[src/hdl/tcct_pkg.sv]
// shared types, constants and helpers for the three-channel compare timer
// no dependencies; used by the interfaces, the top level and the checker
package tcct_pkg;

    localparam int CHANNEL_COUNT_DEF = 3;
    localparam int KIND_W = 2;
    localparam int OFF_W  = 5;
    localparam int DATA_W = 8;
    localparam int VEC_W  = 6;
    localparam int CNT_W  = 16;
    localparam int TICK_W = 4;

    typedef enum logic [KIND_W-1:0] {
        KIND_TICK  = 2'd0,
        KIND_WRITE = 2'd1,
        KIND_READ  = 2'd2
    } t_kind;

    // offsets inside the common window
    localparam logic [2:0] OFF_START    = 3'd0;
    localparam logic [2:0] OFF_STAT_A   = 3'd4;
    localparam logic [2:0] OFF_STAT_B   = 3'd5;
    localparam logic [2:0] OFF_STAT_OVF = 3'd6;

    // offsets inside a channel window
    localparam logic [2:0] SUB_CONTROL = 3'd0;
    localparam logic [2:0] SUB_CNT_HI  = 3'd2;
    localparam logic [2:0] SUB_CNT_LO  = 3'd3;
    localparam logic [2:0] SUB_CMPA_HI = 3'd4;
    localparam logic [2:0] SUB_CMPA_LO = 3'd5;
    localparam logic [2:0] SUB_CMPB_HI = 3'd6;
    localparam logic [2:0] SUB_CMPB_LO = 3'd7;

    localparam logic [DATA_W-1:0] START_RST   = 8'hf8;
    localparam logic [DATA_W-1:0] STATUS_RST  = 8'h88;
    localparam logic [DATA_W-1:0] CONTROL_RST = 8'h80;

    // control bits 6:5 select the clearing compare
    localparam logic [1:0] CLR_ON_A = 2'b01;
    localparam logic [1:0] CLR_ON_B = 2'b10;

    localparam logic [VEC_W-1:0] VEC_NONE = 6'd0;
    localparam logic [VEC_W-1:0] VEC_BASE = 6'd24;
    localparam logic [VEC_W-1:0] VEC_LAST = 6'd34;

    typedef struct packed {
        logic [KIND_W-1:0] kind;
        logic [OFF_W-1:0]  reg_offset;
        logic [DATA_W-1:0] write_data;
    } t_in_item;

    typedef struct packed {
        logic [DATA_W-1:0] read_data;
        logic [VEC_W-1:0]  irq_vector;
    } t_out_item;

    // channel counts on this tick when the tick count is a multiple of its prescale
    function automatic logic prescale_hit(input logic [TICK_W-1:0] tick,
                                          input logic [DATA_W-1:0] ctl);
        logic [2:0]        expo;
        logic [TICK_W-1:0] mask;
        expo = {1'b0, ctl[1:0]} + {2'b00, ~ctl[4]};
        mask = ~(4'hf << expo);
        return (tick & mask) == '0;
    endfunction

endpackage

[src/hdl/tcct_if.sv]
// valid/ready channel interfaces for the compare timer
// depends on tcct_pkg for the payload structs
interface tcct_in_if import tcct_pkg::*; ();
    logic     valid;
    logic     ready;
    t_in_item data;

    modport source (output valid, output data, input ready);
    modport sink (input valid, input data, output ready);
endinterface

interface tcct_out_if import tcct_pkg::*; ();
    logic      valid;
    logic      ready;
    t_out_item data;

    modport source (output valid, output data, input ready);
    modport sink (input valid, input data, output ready);
endinterface

[src/hdl/three_channel_compare_timer_top.sv]
// path: a taken beat waits in the input register, then in the result register
// throughput: one beat per cycle; the input register empties whenever the
//   result register is free or being taken in the same cycle
// reset: synchronous active-low i_rst_n empties both registers and restores all
//   timer registers to their reset values
// depends on tcct_pkg and tcct_if
module three_channel_compare_timer_top import tcct_pkg::*; #(
    parameter int CHANNEL_COUNT = CHANNEL_COUNT_DEF
) (
    input  logic          i_clk,
    input  logic          i_rst_n,
    tcct_in_if.sink       i_item,
    tcct_out_if.source    o_result
);

    logic      r_in_valid;
    t_in_item  r_in;
    logic      r_out_valid;
    t_out_item r_out;

    logic [DATA_W-1:0] r_start, n_start;
    logic [DATA_W-1:0] r_stat_a, n_stat_a;
    logic [DATA_W-1:0] r_stat_b, n_stat_b;
    logic [DATA_W-1:0] r_stat_ovf, n_stat_ovf;
    logic [TICK_W-1:0] r_tick, n_tick;
    logic [DATA_W-1:0] r_ctl [CHANNEL_COUNT];
    logic [DATA_W-1:0] n_ctl [CHANNEL_COUNT];
    logic [CNT_W-1:0]  r_cnt [CHANNEL_COUNT];
    logic [CNT_W-1:0]  n_cnt [CHANNEL_COUNT];
    logic [CNT_W-1:0]  r_cmpa [CHANNEL_COUNT];
    logic [CNT_W-1:0]  n_cmpa [CHANNEL_COUNT];
    logic [CNT_W-1:0]  r_cmpb [CHANNEL_COUNT];
    logic [CNT_W-1:0]  n_cmpb [CHANNEL_COUNT];

    logic              proc;
    logic              in_take;
    logic [DATA_W-1:0] rd;
    logic [VEC_W-1:0]  vec;

    assign proc     = r_in_valid && (!r_out_valid || o_result.ready);
    assign in_take  = i_item.valid && i_item.ready;
    assign i_item.ready   = !r_in_valid || proc;
    assign o_result.valid = r_out_valid;
    assign o_result.data  = r_out;

    always_comb begin
        logic [CNT_W-1:0] cnt;
        logic             wrap;
        logic [2:0]       sub;
        logic             win0;
        cnt  = '0;
        wrap = 1'b0;
        sub  = r_in.reg_offset[2:0];
        win0 = r_in.reg_offset[4:3] == 2'd0;
        n_start    = r_start;
        n_stat_a   = r_stat_a;
        n_stat_b   = r_stat_b;
        n_stat_ovf = r_stat_ovf;
        n_tick     = r_tick;
        rd         = '0;
        for (int c = 0; c < CHANNEL_COUNT; c++) begin
            n_ctl[c]  = r_ctl[c];
            n_cnt[c]  = r_cnt[c];
            n_cmpa[c] = r_cmpa[c];
            n_cmpb[c] = r_cmpb[c];
        end
        if (proc) begin
            unique case (r_in.kind)
                KIND_TICK: begin
                    n_tick = r_tick + 1'b1;
                    for (int c = 0; c < CHANNEL_COUNT; c++) begin
                        if (r_start[c] && prescale_hit(n_tick, r_ctl[c])) begin
                            cnt  = r_cnt[c] + 1'b1;
                            wrap = &r_cnt[c];
                            if (cnt == r_cmpa[c]) begin
                                n_stat_a[c] = 1'b1;
                                if (r_ctl[c][6:5] == CLR_ON_A) cnt = '0;
                            end
                            // compare B sees the value after a clear by A
                            if (cnt == r_cmpb[c]) begin
                                n_stat_b[c] = 1'b1;
                                if (r_ctl[c][6:5] == CLR_ON_B) cnt = '0;
                            end
                            if (wrap) n_stat_ovf[c] = 1'b1;
                            n_cnt[c] = cnt;
                        end
                    end
                end
                KIND_WRITE: begin
                    if (win0) begin
                        unique case (sub)
                            OFF_START:    n_start    = r_in.write_data;
                            OFF_STAT_A:   n_stat_a   = r_in.write_data;
                            OFF_STAT_B:   n_stat_b   = r_in.write_data;
                            OFF_STAT_OVF: n_stat_ovf = r_in.write_data;
                            default: ;
                        endcase
                    end
                    for (int c = 0; c < CHANNEL_COUNT; c++) begin
                        if (r_in.reg_offset[4:3] == 2'(c + 1)) begin
                            unique case (sub)
                                SUB_CONTROL: n_ctl[c]        = r_in.write_data;
                                SUB_CNT_HI:  n_cnt[c][15:8]  = r_in.write_data;
                                SUB_CNT_LO:  n_cnt[c][7:0]   = r_in.write_data;
                                SUB_CMPA_HI: n_cmpa[c][15:8] = r_in.write_data;
                                SUB_CMPA_LO: n_cmpa[c][7:0]  = r_in.write_data;
                                SUB_CMPB_HI: n_cmpb[c][15:8] = r_in.write_data;
                                SUB_CMPB_LO: n_cmpb[c][7:0]  = r_in.write_data;
                                default: ;
                            endcase
                        end
                    end
                end
                KIND_READ: begin
                    if (win0) begin
                        unique case (sub)
                            OFF_START:    rd = r_start;
                            OFF_STAT_A:   rd = r_stat_a;
                            OFF_STAT_B:   rd = r_stat_b;
                            OFF_STAT_OVF: rd = r_stat_ovf;
                            default:      rd = '0;
                        endcase
                    end
                    for (int c = 0; c < CHANNEL_COUNT; c++) begin
                        if (r_in.reg_offset[4:3] == 2'(c + 1)) begin
                            unique case (sub)
                                SUB_CONTROL: rd = r_ctl[c];
                                SUB_CNT_HI:  rd = r_cnt[c][15:8];
                                SUB_CNT_LO:  rd = r_cnt[c][7:0];
                                SUB_CMPA_HI: rd = r_cmpa[c][15:8];
                                SUB_CMPA_LO: rd = r_cmpa[c][7:0];
                                SUB_CMPB_HI: rd = r_cmpb[c][15:8];
                                SUB_CMPB_LO: rd = r_cmpb[c][7:0];
                                default:     rd = '0;
                            endcase
                        end
                    end
                end
                default: ;
            endcase
        end
    end

    // lowest channel wins, and within a channel A, then B, then overflow
    always_comb begin
        vec = VEC_NONE;
        for (int c = CHANNEL_COUNT - 1; c >= 0; c--) begin
            if (n_stat_ovf[c + 4] && n_stat_ovf[c]) vec = VEC_BASE + 6'(4 * c + 2);
            if (n_stat_b[c + 4] && n_stat_b[c])     vec = VEC_BASE + 6'(4 * c + 1);
            if (n_stat_a[c + 4] && n_stat_a[c])     vec = VEC_BASE + 6'(4 * c);
        end
    end

    always_ff @(posedge i_clk) begin
        if (!i_rst_n) begin
            r_in_valid  <= 1'b0;
            r_out_valid <= 1'b0;
            r_start     <= START_RST;
            r_stat_a    <= STATUS_RST;
            r_stat_b    <= STATUS_RST;
            r_stat_ovf  <= STATUS_RST;
            r_tick      <= '0;
            for (int c = 0; c < CHANNEL_COUNT; c++) begin
                r_ctl[c]  <= CONTROL_RST;
                r_cnt[c]  <= '0;
                r_cmpa[c] <= '0;
                r_cmpb[c] <= '0;
            end
        end else begin
            if (in_take) begin
                r_in_valid <= 1'b1;
            end else if (proc) begin
                r_in_valid <= 1'b0;
            end
            if (proc) begin
                r_out_valid <= 1'b1;
            end else if (o_result.ready) begin
                r_out_valid <= 1'b0;
            end
            r_start    <= n_start;
            r_stat_a   <= n_stat_a;
            r_stat_b   <= n_stat_b;
            r_stat_ovf <= n_stat_ovf;
            r_tick     <= n_tick;
            for (int c = 0; c < CHANNEL_COUNT; c++) begin
                r_ctl[c]  <= n_ctl[c];
                r_cnt[c]  <= n_cnt[c];
                r_cmpa[c] <= n_cmpa[c];
                r_cmpb[c] <= n_cmpb[c];
            end
        end
    end

    always_ff @(posedge i_clk) begin
        if (in_take) begin
            r_in <= i_item.data;
        end
        if (proc) begin
            r_out.read_data  <= rd;
            r_out.irq_vector <= vec;
        end
    end

endmodule

[src/flat_wrapper.sv]
// flat-port wrapper written by rule: the top's interface ports become plain ports
module three_channel_compare_timer_top_flat import tcct_pkg::*;
#(
    parameter int CHANNEL_COUNT = CHANNEL_COUNT_DEF
)
  (i_clk, i_rst_n, i_item_valid, i_item_data, i_item_ready, o_result_valid, o_result_data, o_result_ready);
  tcct_in_if i_item_i ();
  tcct_out_if o_result_i ();
  input  logic i_clk;
  input  logic i_rst_n;
  input wire logic [$bits(i_item_i.valid)-1:0] i_item_valid;
  input wire logic [$bits(i_item_i.data)-1:0] i_item_data;
  output wire logic [$bits(i_item_i.ready)-1:0] i_item_ready;
  output wire logic [$bits(o_result_i.valid)-1:0] o_result_valid;
  output wire logic [$bits(o_result_i.data)-1:0] o_result_data;
  input wire logic [$bits(o_result_i.ready)-1:0] o_result_ready;
  assign i_item_i.valid = i_item_valid;
  assign i_item_i.data = i_item_data;
  assign i_item_ready = i_item_i.ready;
  assign o_result_valid = o_result_i.valid;
  assign o_result_data = o_result_i.data;
  assign o_result_i.ready = o_result_ready;
  three_channel_compare_timer_top #(.CHANNEL_COUNT(CHANNEL_COUNT)) u_core (.i_clk(i_clk), .i_rst_n(i_rst_n), .i_item(i_item_i), .o_result(o_result_i));
endmodule
[config.mk]
export PLATFORM = sky130hd
export DESIGN_NAME = three_channel_compare_timer_top_flat
export DESIGN_NICKNAME = d
export VERILOG_FILES = /design/src/hdl/tcct_pkg.sv /design/src/hdl/tcct_if.sv /design/src/hdl/three_channel_compare_timer_top.sv /design/src/flat_wrapper.sv
export SDC_FILE = /design/constraint.sdc
export NUM_CORES = 1
export LEC_CHECK = 0
export ABC_CLOCK_PERIOD_IN_PS = 3600
export BUFFER_PORTS_ARGS = -buffer_cell sky130_fd_sc_hd__buf_2
export CAP_MARGIN = 5
export CORE_UTILIZATION = 25
export CTS_CLUSTER_DIAMETER = 120
export DETAILED_ROUTE_END_ITERATION = 6
export GPL_TIMING_DRIVEN = 0
export PLACE_DENSITY = 0.44
export SLEW_MARGIN = 15
export SYNTH_ARGS = -nofsm -noshare
export SYNTH_HDL_FRONTEND = slang
export SYNTH_SLANG_ARGS = --single-unit
[constraint.sdc]
create_clock -name i_clk -period 3.6 [get_ports i_clk]
set_input_delay 0.54 -clock i_clk [delete_from_list [all_inputs] [get_ports i_clk]]
set_output_delay 0.54 -clock i_clk [all_outputs]
set_load 0.01 [all_outputs]
# Yosys cells after proc, flatten, opt, wreduce, memory -nomap -nowiden
# Memories as Yosys holds them, arrays and structs flattened.
# Index checks and enable logic that the tools add are counted.
# classes
n_addsub,7
n_eq_ne,23
n_shift,3
n_mux,132
bitwise,21
n_reduce_logical,37
# op_table
op,n
2-to-1 mux 16 bit,42
2-to-1 mux 8 bit,31
2-to-1 mux 48 bit,5
one-hot mux 8 bit (7 select lines),3
== test 16 bit,6
one-hot mux 48 bit (2 select lines),1
2-to-1 mux 7 bit,9
adder 16 x 1 -> 16 bit (second input constant),3
2-to-1 mux 24 bit,2
AND reduction 16 bit,3
one-hot mux 8 bit (4 select lines),1
2-to-1 mux 1 bit,25
2-to-1 mux 6 bit,3
one-hot mux 3 bit (2 select lines),3
AND reduction 4 bit,4
logical AND 1 bit,14
bitwise AND 4 bit,3
== test 2 bit (second input constant),6
== test 3 bit (second input constant),4
logical NOT 4 bit,3
2-to-1 mux 4 bit,3
NOT 4 bit,3
OR 1 bit,12
left shift 4 x 3 -> 4 bit (first input constant),3
16 further kinds,31
# totals
ff_bits,67
ramBits,168
output_inout_bits,16
memories,4
# memory_table
name,words,width,rd,rd_clocked_by_memory_dff,wr,line_no,rtl
u_core.r_cmpa,3,16,3,0,3,three_channel_compare_timer_top.sv:30,logic [CNT_W-1:0] r_cmpa [CHANNEL_COUNT];
u_core.r_cmpb,3,16,3,0,3,three_channel_compare_timer_top.sv:32,logic [CNT_W-1:0] r_cmpb [CHANNEL_COUNT];
u_core.r_cnt,3,16,3,0,3,three_channel_compare_timer_top.sv:28,logic [CNT_W-1:0] r_cnt [CHANNEL_COUNT];
u_core.r_ctl,3,8,3,0,3,three_channel_compare_timer_top.sv:26,logic [DATA_W-1:0] r_ctl [CHANNEL_COUNT];

# Longest topological paths before layout
# An unclocked memory read counts as a cell.
# logic_depth
ltp_word,24
ltp_mapped,16
mapped_depth_nobuf,14

# Worst setup path before layout
# No wires, ideal clock.
# synth_path
path_type,register to register
startpoint,mem u_core.r_cnt[0][1]
endpoint,reg u_core.r_out (netlist bit u_core.o_result.data[4]) (data pin)
setup_time_ns,0.265
t_arrival_ns,3.345
slack_ns,-0.010
path_stages_with_launch,13
cell_sequence,dfxtp_1 -> ha_1 -> nand4_1 -> nor4_1 -> xor2_1 -> a221oi_1 -> nand4_1 -> nor4_4 -> o211ai_1 -> and4_1 -> nand2_1 -> o21ai_1 -> or3_1
# synth_rtl
element,line_no,rtl
"start, declared",three_channel_compare_timer_top.sv:28,
"end, declared",three_channel_compare_timer_top.sv:19,t_out_item r_out;

==> results.json <==
{
  "power_per_cell_area_mw_per_mm2": 326,
  "ant_nets": 0,
  "min_period_ns": 3.68,
  "syn2layout_area_growth_pct": 26.7,
  "power_frac_clock_pct": 51.3,
  "grt_pass1_wl_mm": 112,
  "numCtsBuffers": 30,
  "diodes": 0,
  "p_seq_share_pct": 41.0,
  "ir_worst_vdd_mv": 0.421,
  "r2r_setup_slack_ns": -0.08,
  "critical_path_class": "flip-flop to flip-flop",
  "initialDrtViolationCount": 1831,
  "ys_top_cells_by_count": "297 x nor2_1, 206 x dfxtp_1, 155 x mux2i_1, 145 x nand2_1, 126 x a21oi_1",
  "synth_compound_area_share_pct": 20.0,
  "wl_met3_mm": 6.87,
  "crit_fanout": 7,
  "synth_simple_gate_area_share_pct": 25.2,
  "grt_max_degree": 19,
  "ios": 35,
  "yosysTopAreaCell": "dfxtp_1",
  "syn_area_mm2": 0.0158,
  "start_kind": "flip-flop",
  "synth_ff_type": "dfxtp_1",
  "die_w_um": 254,
  "ys_warn_count": 0,
  "ys_types": 98,
  "internal_power_mw": 4.79,
  "fp.dieH_um": 254,
  "dr.pass1.iters": 5,
  "worstHoldPathType": "primary input to flip-flop",
  "cts.sinks": 234,
  "required_ns": 4.07,
  "rows": 91,
  "rsz0062_at_grt": "yes",
  "synth.most_common_cell": "nor2_1",
  "worst_slack_ns": -0.0817,
  "total_power_mw": 6.54,
  "final_nets": 2141,
  "route.vias.total": 17000,
  "holdWs_ns": 0.105,
  "dp.cells": 2831,
  "synth_top_family_by_area": "simple AND/OR/NAND/NOR gates",
  "dieArea_mm2": 0.0643,
  "top_layer": "met4",
  "drc": 0,
  "place_congestion": 0.940,
  "htree_levels": 1,
  "dp_hpwl_mm": 57.0,
  "wl_mm": 79.2,
  "final_core_util_pct": 32.3,
  "clock_latency_ns": 0.61,
  "clk_pin_slew_ns": 0.07,
  "max_freq_mhz": 272,
  "syn_inst": 1960,
  "grt_pass1_vias": 15800,
  "p_leak_nw": 6.67,
  "critPathArrivalTime_ns": 4.15,
  "antenna_found_initial": 2,
  "grtUsageTotal_pct": 23.9,
  "syn_avg_cell_area_um2": 8.08,
  "fin_skew_ns": 0.0213,
  "final-max-slew-violation-count": 0,
  "synth-seq-cells": 234,
  "critical_path.max_stage_delay_ns": 0.44,
  "cpMostUsedCell": "buf_6",
  "netlist_top_cells_area": "dfxtp_1 26%, mux2i_1 9.8%, nor2_1 7.0%",
  "violations": "setup timing",
  "period_share_pct": 102,
  "end_kind": "flip-flop",
  "p_switching_mw": 1.75,
  "combPwrFrac_pct": 7.7,
  "wire_per_inst_um": 26.7,
  "initial_core_util_pct": 25.5,
  "cts-root-buf": "clkbuf_16",
  "cpMaxStageDelayCell": "a2111o_1",
  "via_per_inst": 5.72,
  "grt_overflow_total": 0,
  "synth_fa_ha_area_share_pct": 1.03,
  "seq_area_frac_synth_pct": 31.4,
  "slew_headroom_pct": 21.9,
  "fill_cells": 6643,
  "synth_top_cell_area_share_pct": 26.1,
  "status": "complete, but fails checks",
  "hold_viol_final": 0,
  "met1Wirelength_mm": 33.7,
  "routed-wl-met2_mm": 34.6,
  "path_cells": "buf_6 -> nand4_4 -> buf_6 -> or3_4 -> or2_4 -> xor2_1 -> a2111o_1 -> o32a_1 -> o22ai_4 -> o21ai_4 -> nand2b_4 -> or4_4 -> o211ai_1",
  "coreArea_mm2": 0.0622,
  "io_buffer_count": 33,
  "ctsHoldBuffers": 0,
  "fin_cells": 2970,
  "synth_nets": 1992,
  "switching_share_pct": 26.7,
  "synthMuxAreaShare_pct": 11.9,
  "async_flop_share_pct": 0,
  "drv_cap": 0,
  "tritoncts": "done",
  "worst_slew_pin_slew_ns": 1.17,
  "cts_buffer_depth": 3,
  "synth_xor_area_share_pct": 5.67,
  "drive_above_1_share_pct": 20.2,
  "synth_edf_count": 28,
  "setup_viol": 16
}
[power groups by stage]
stage	Sequential [mW]	Combinational, mW	Clock (mW)
3_3_place_gp	2.74	0.465	0
2_1_floorplan	2.74	0.223	0
3_5_place_dp	2.74	0.464	0
4_1_cts	2.68	0.477	3.40
5_1_grt	2.68	0.513	3.52
6_report	2.68	0.506	3.35
[worst max-delay path: cells and delay by family (launching register included)]
kind,cells,cell delay (ns)
AOI/OAI and AO/OA,5,1.32
xor gates and xnor gates,1,0.15
buffers and inverters,2,0.28
DFF,1,0.36
and+or+nand+nor,5,1.44
[through the flow]
step                cell area (um2)  worst slack [ns]  setup TNS (ns)
global route                  20100            -0.173           -2.38
finish                        20100           -0.0817          -0.471
detailed placement            17100             -1.31          -70.04
CTS                           19300            -0.116          -0.417
global placement              17000             -1.28         -108.31
floorplan                     15800            0.0332               0
[metal layers]
| metal | vias up | track usage (%) |
|---|---|---|
| met5 | - | 0 |
| met4 | 0 | 11.0 |
| met3 | 212 | 4.10 |
| met2 | 891 | 36.9 |
| met1 | 8356 | 32.3 |
| li1 | 7523 | - |
[timing repair]
item / in CTS / in global routing
setup endpoints to repair: 95 / 79
resized for setup: 179 / 130
gates cloned: 1 / 1
buffers inserted: 54 / 43
pin swaps: 53 / 59
[cells by family after synthesis]
logic type               after synthesis
AND/OR/NAND/NOR                      796
XOR/XNOR                              88
flip-flops                           234
AO/OA/AOI/OAI                        463
buffers and inverters                191
adder cells (fa/ha/maj)               13
multiplexers                         175
[worst paths after layout]
check,from,to,cells past startpoint
worst max register to register,u_core.r_cnt[0][32],u_core.r_cnt[0][42],13
worst min register to register,u_core.r_start[3],u_core.r_start[3],2
worst min-delay path,i_item_data[1],u_core.r_in[1],1
worst max-delay path,u_core.r_cnt[0][32],u_core.r_cnt[0][42],13
[sequential cells by signal (all words and copies together) (netlist names), 4 cells and up]
register and count:
u_core.r_cmpa 48, u_core.r_cnt 48, u_core.r_stat_b 8, u_core.r_stat_ovf 8, u_core.r_start 8, u_core.r_stat_a 8
u_core.o_result.data 13, u_core.r_tick 4, u_core.r_in 15, u_core.r_cmpb 48, u_core.r_ctl 24
[final cells by class]
cell class | instances | area, um2 | area share [%]
Multi-Input combinational cell | 1535 | 11000 | 55.0
Sequential cell | 234 | 5010 | 25.0
Inverter | 42 | 161 | 0.805
Clock buffer | 38 | 842 | 4.20
Timing Repair Buffer | 134 | 1010 | 5.03
Clock inverter | 18 | 263 | 1.31
Tap cell | 837 | 1050 | 5.22
Buffer | 132 | 689 | 3.44
[cells in the final DEF (no fill, tap or decap), types with 10 or more instances in the layout]
cell type | Yosys | layout
o21ai_0 | 60 | 48
clkbuf_1 | 109 | 82
nor4_4 | 1 | 11
dfxtp_2 | 0 | 16
mux2_2 | 11 | 11
o21a_1 | 12 | 12
o22ai_1 | 16 | 16
o211ai_1 | 40 | 40
o21ai_2 | 1 | 11
buf_4 | 7 | 88
edfxtp_1 | 28 | 28
xor2_1 | 37 | 32
nor2_2 | 0 | 13
a31oi_1 | 29 | 28
nor2_1 | 297 | 282
clkbuf_16 | 0 | 31
o2111ai_1 | 11 | 11
nor2b_1 | 29 | 28
nand4_1 | 42 | 42
clkbuf_2 | 0 | 14
nand2b_1 | 19 | 19
nor3_1 | 48 | 43
buf_1 | 10 | 10
ha_1 | 13 | 10
nor4_1 | 22 | 12
and3_1 | 18 | 16
a22oi_1 | 30 | 28
nand2_1 | 145 | 137
nand3b_1 | 10 | 10
nor3b_1 | 14 | 13
nand3_1 | 66 | 57
and2_1 | 17 | 14
buf_2 | 22 | 37
inv_1 | 40 | 39
a21oi_1 | 126 | 121
mux2i_1 | 155 | 155
buf_6 | 1 | 33
dfxtp_1 | 206 | 183
xnor2_1 | 42 | 34
Note: power is estimated with default switching activity, not from simulation.
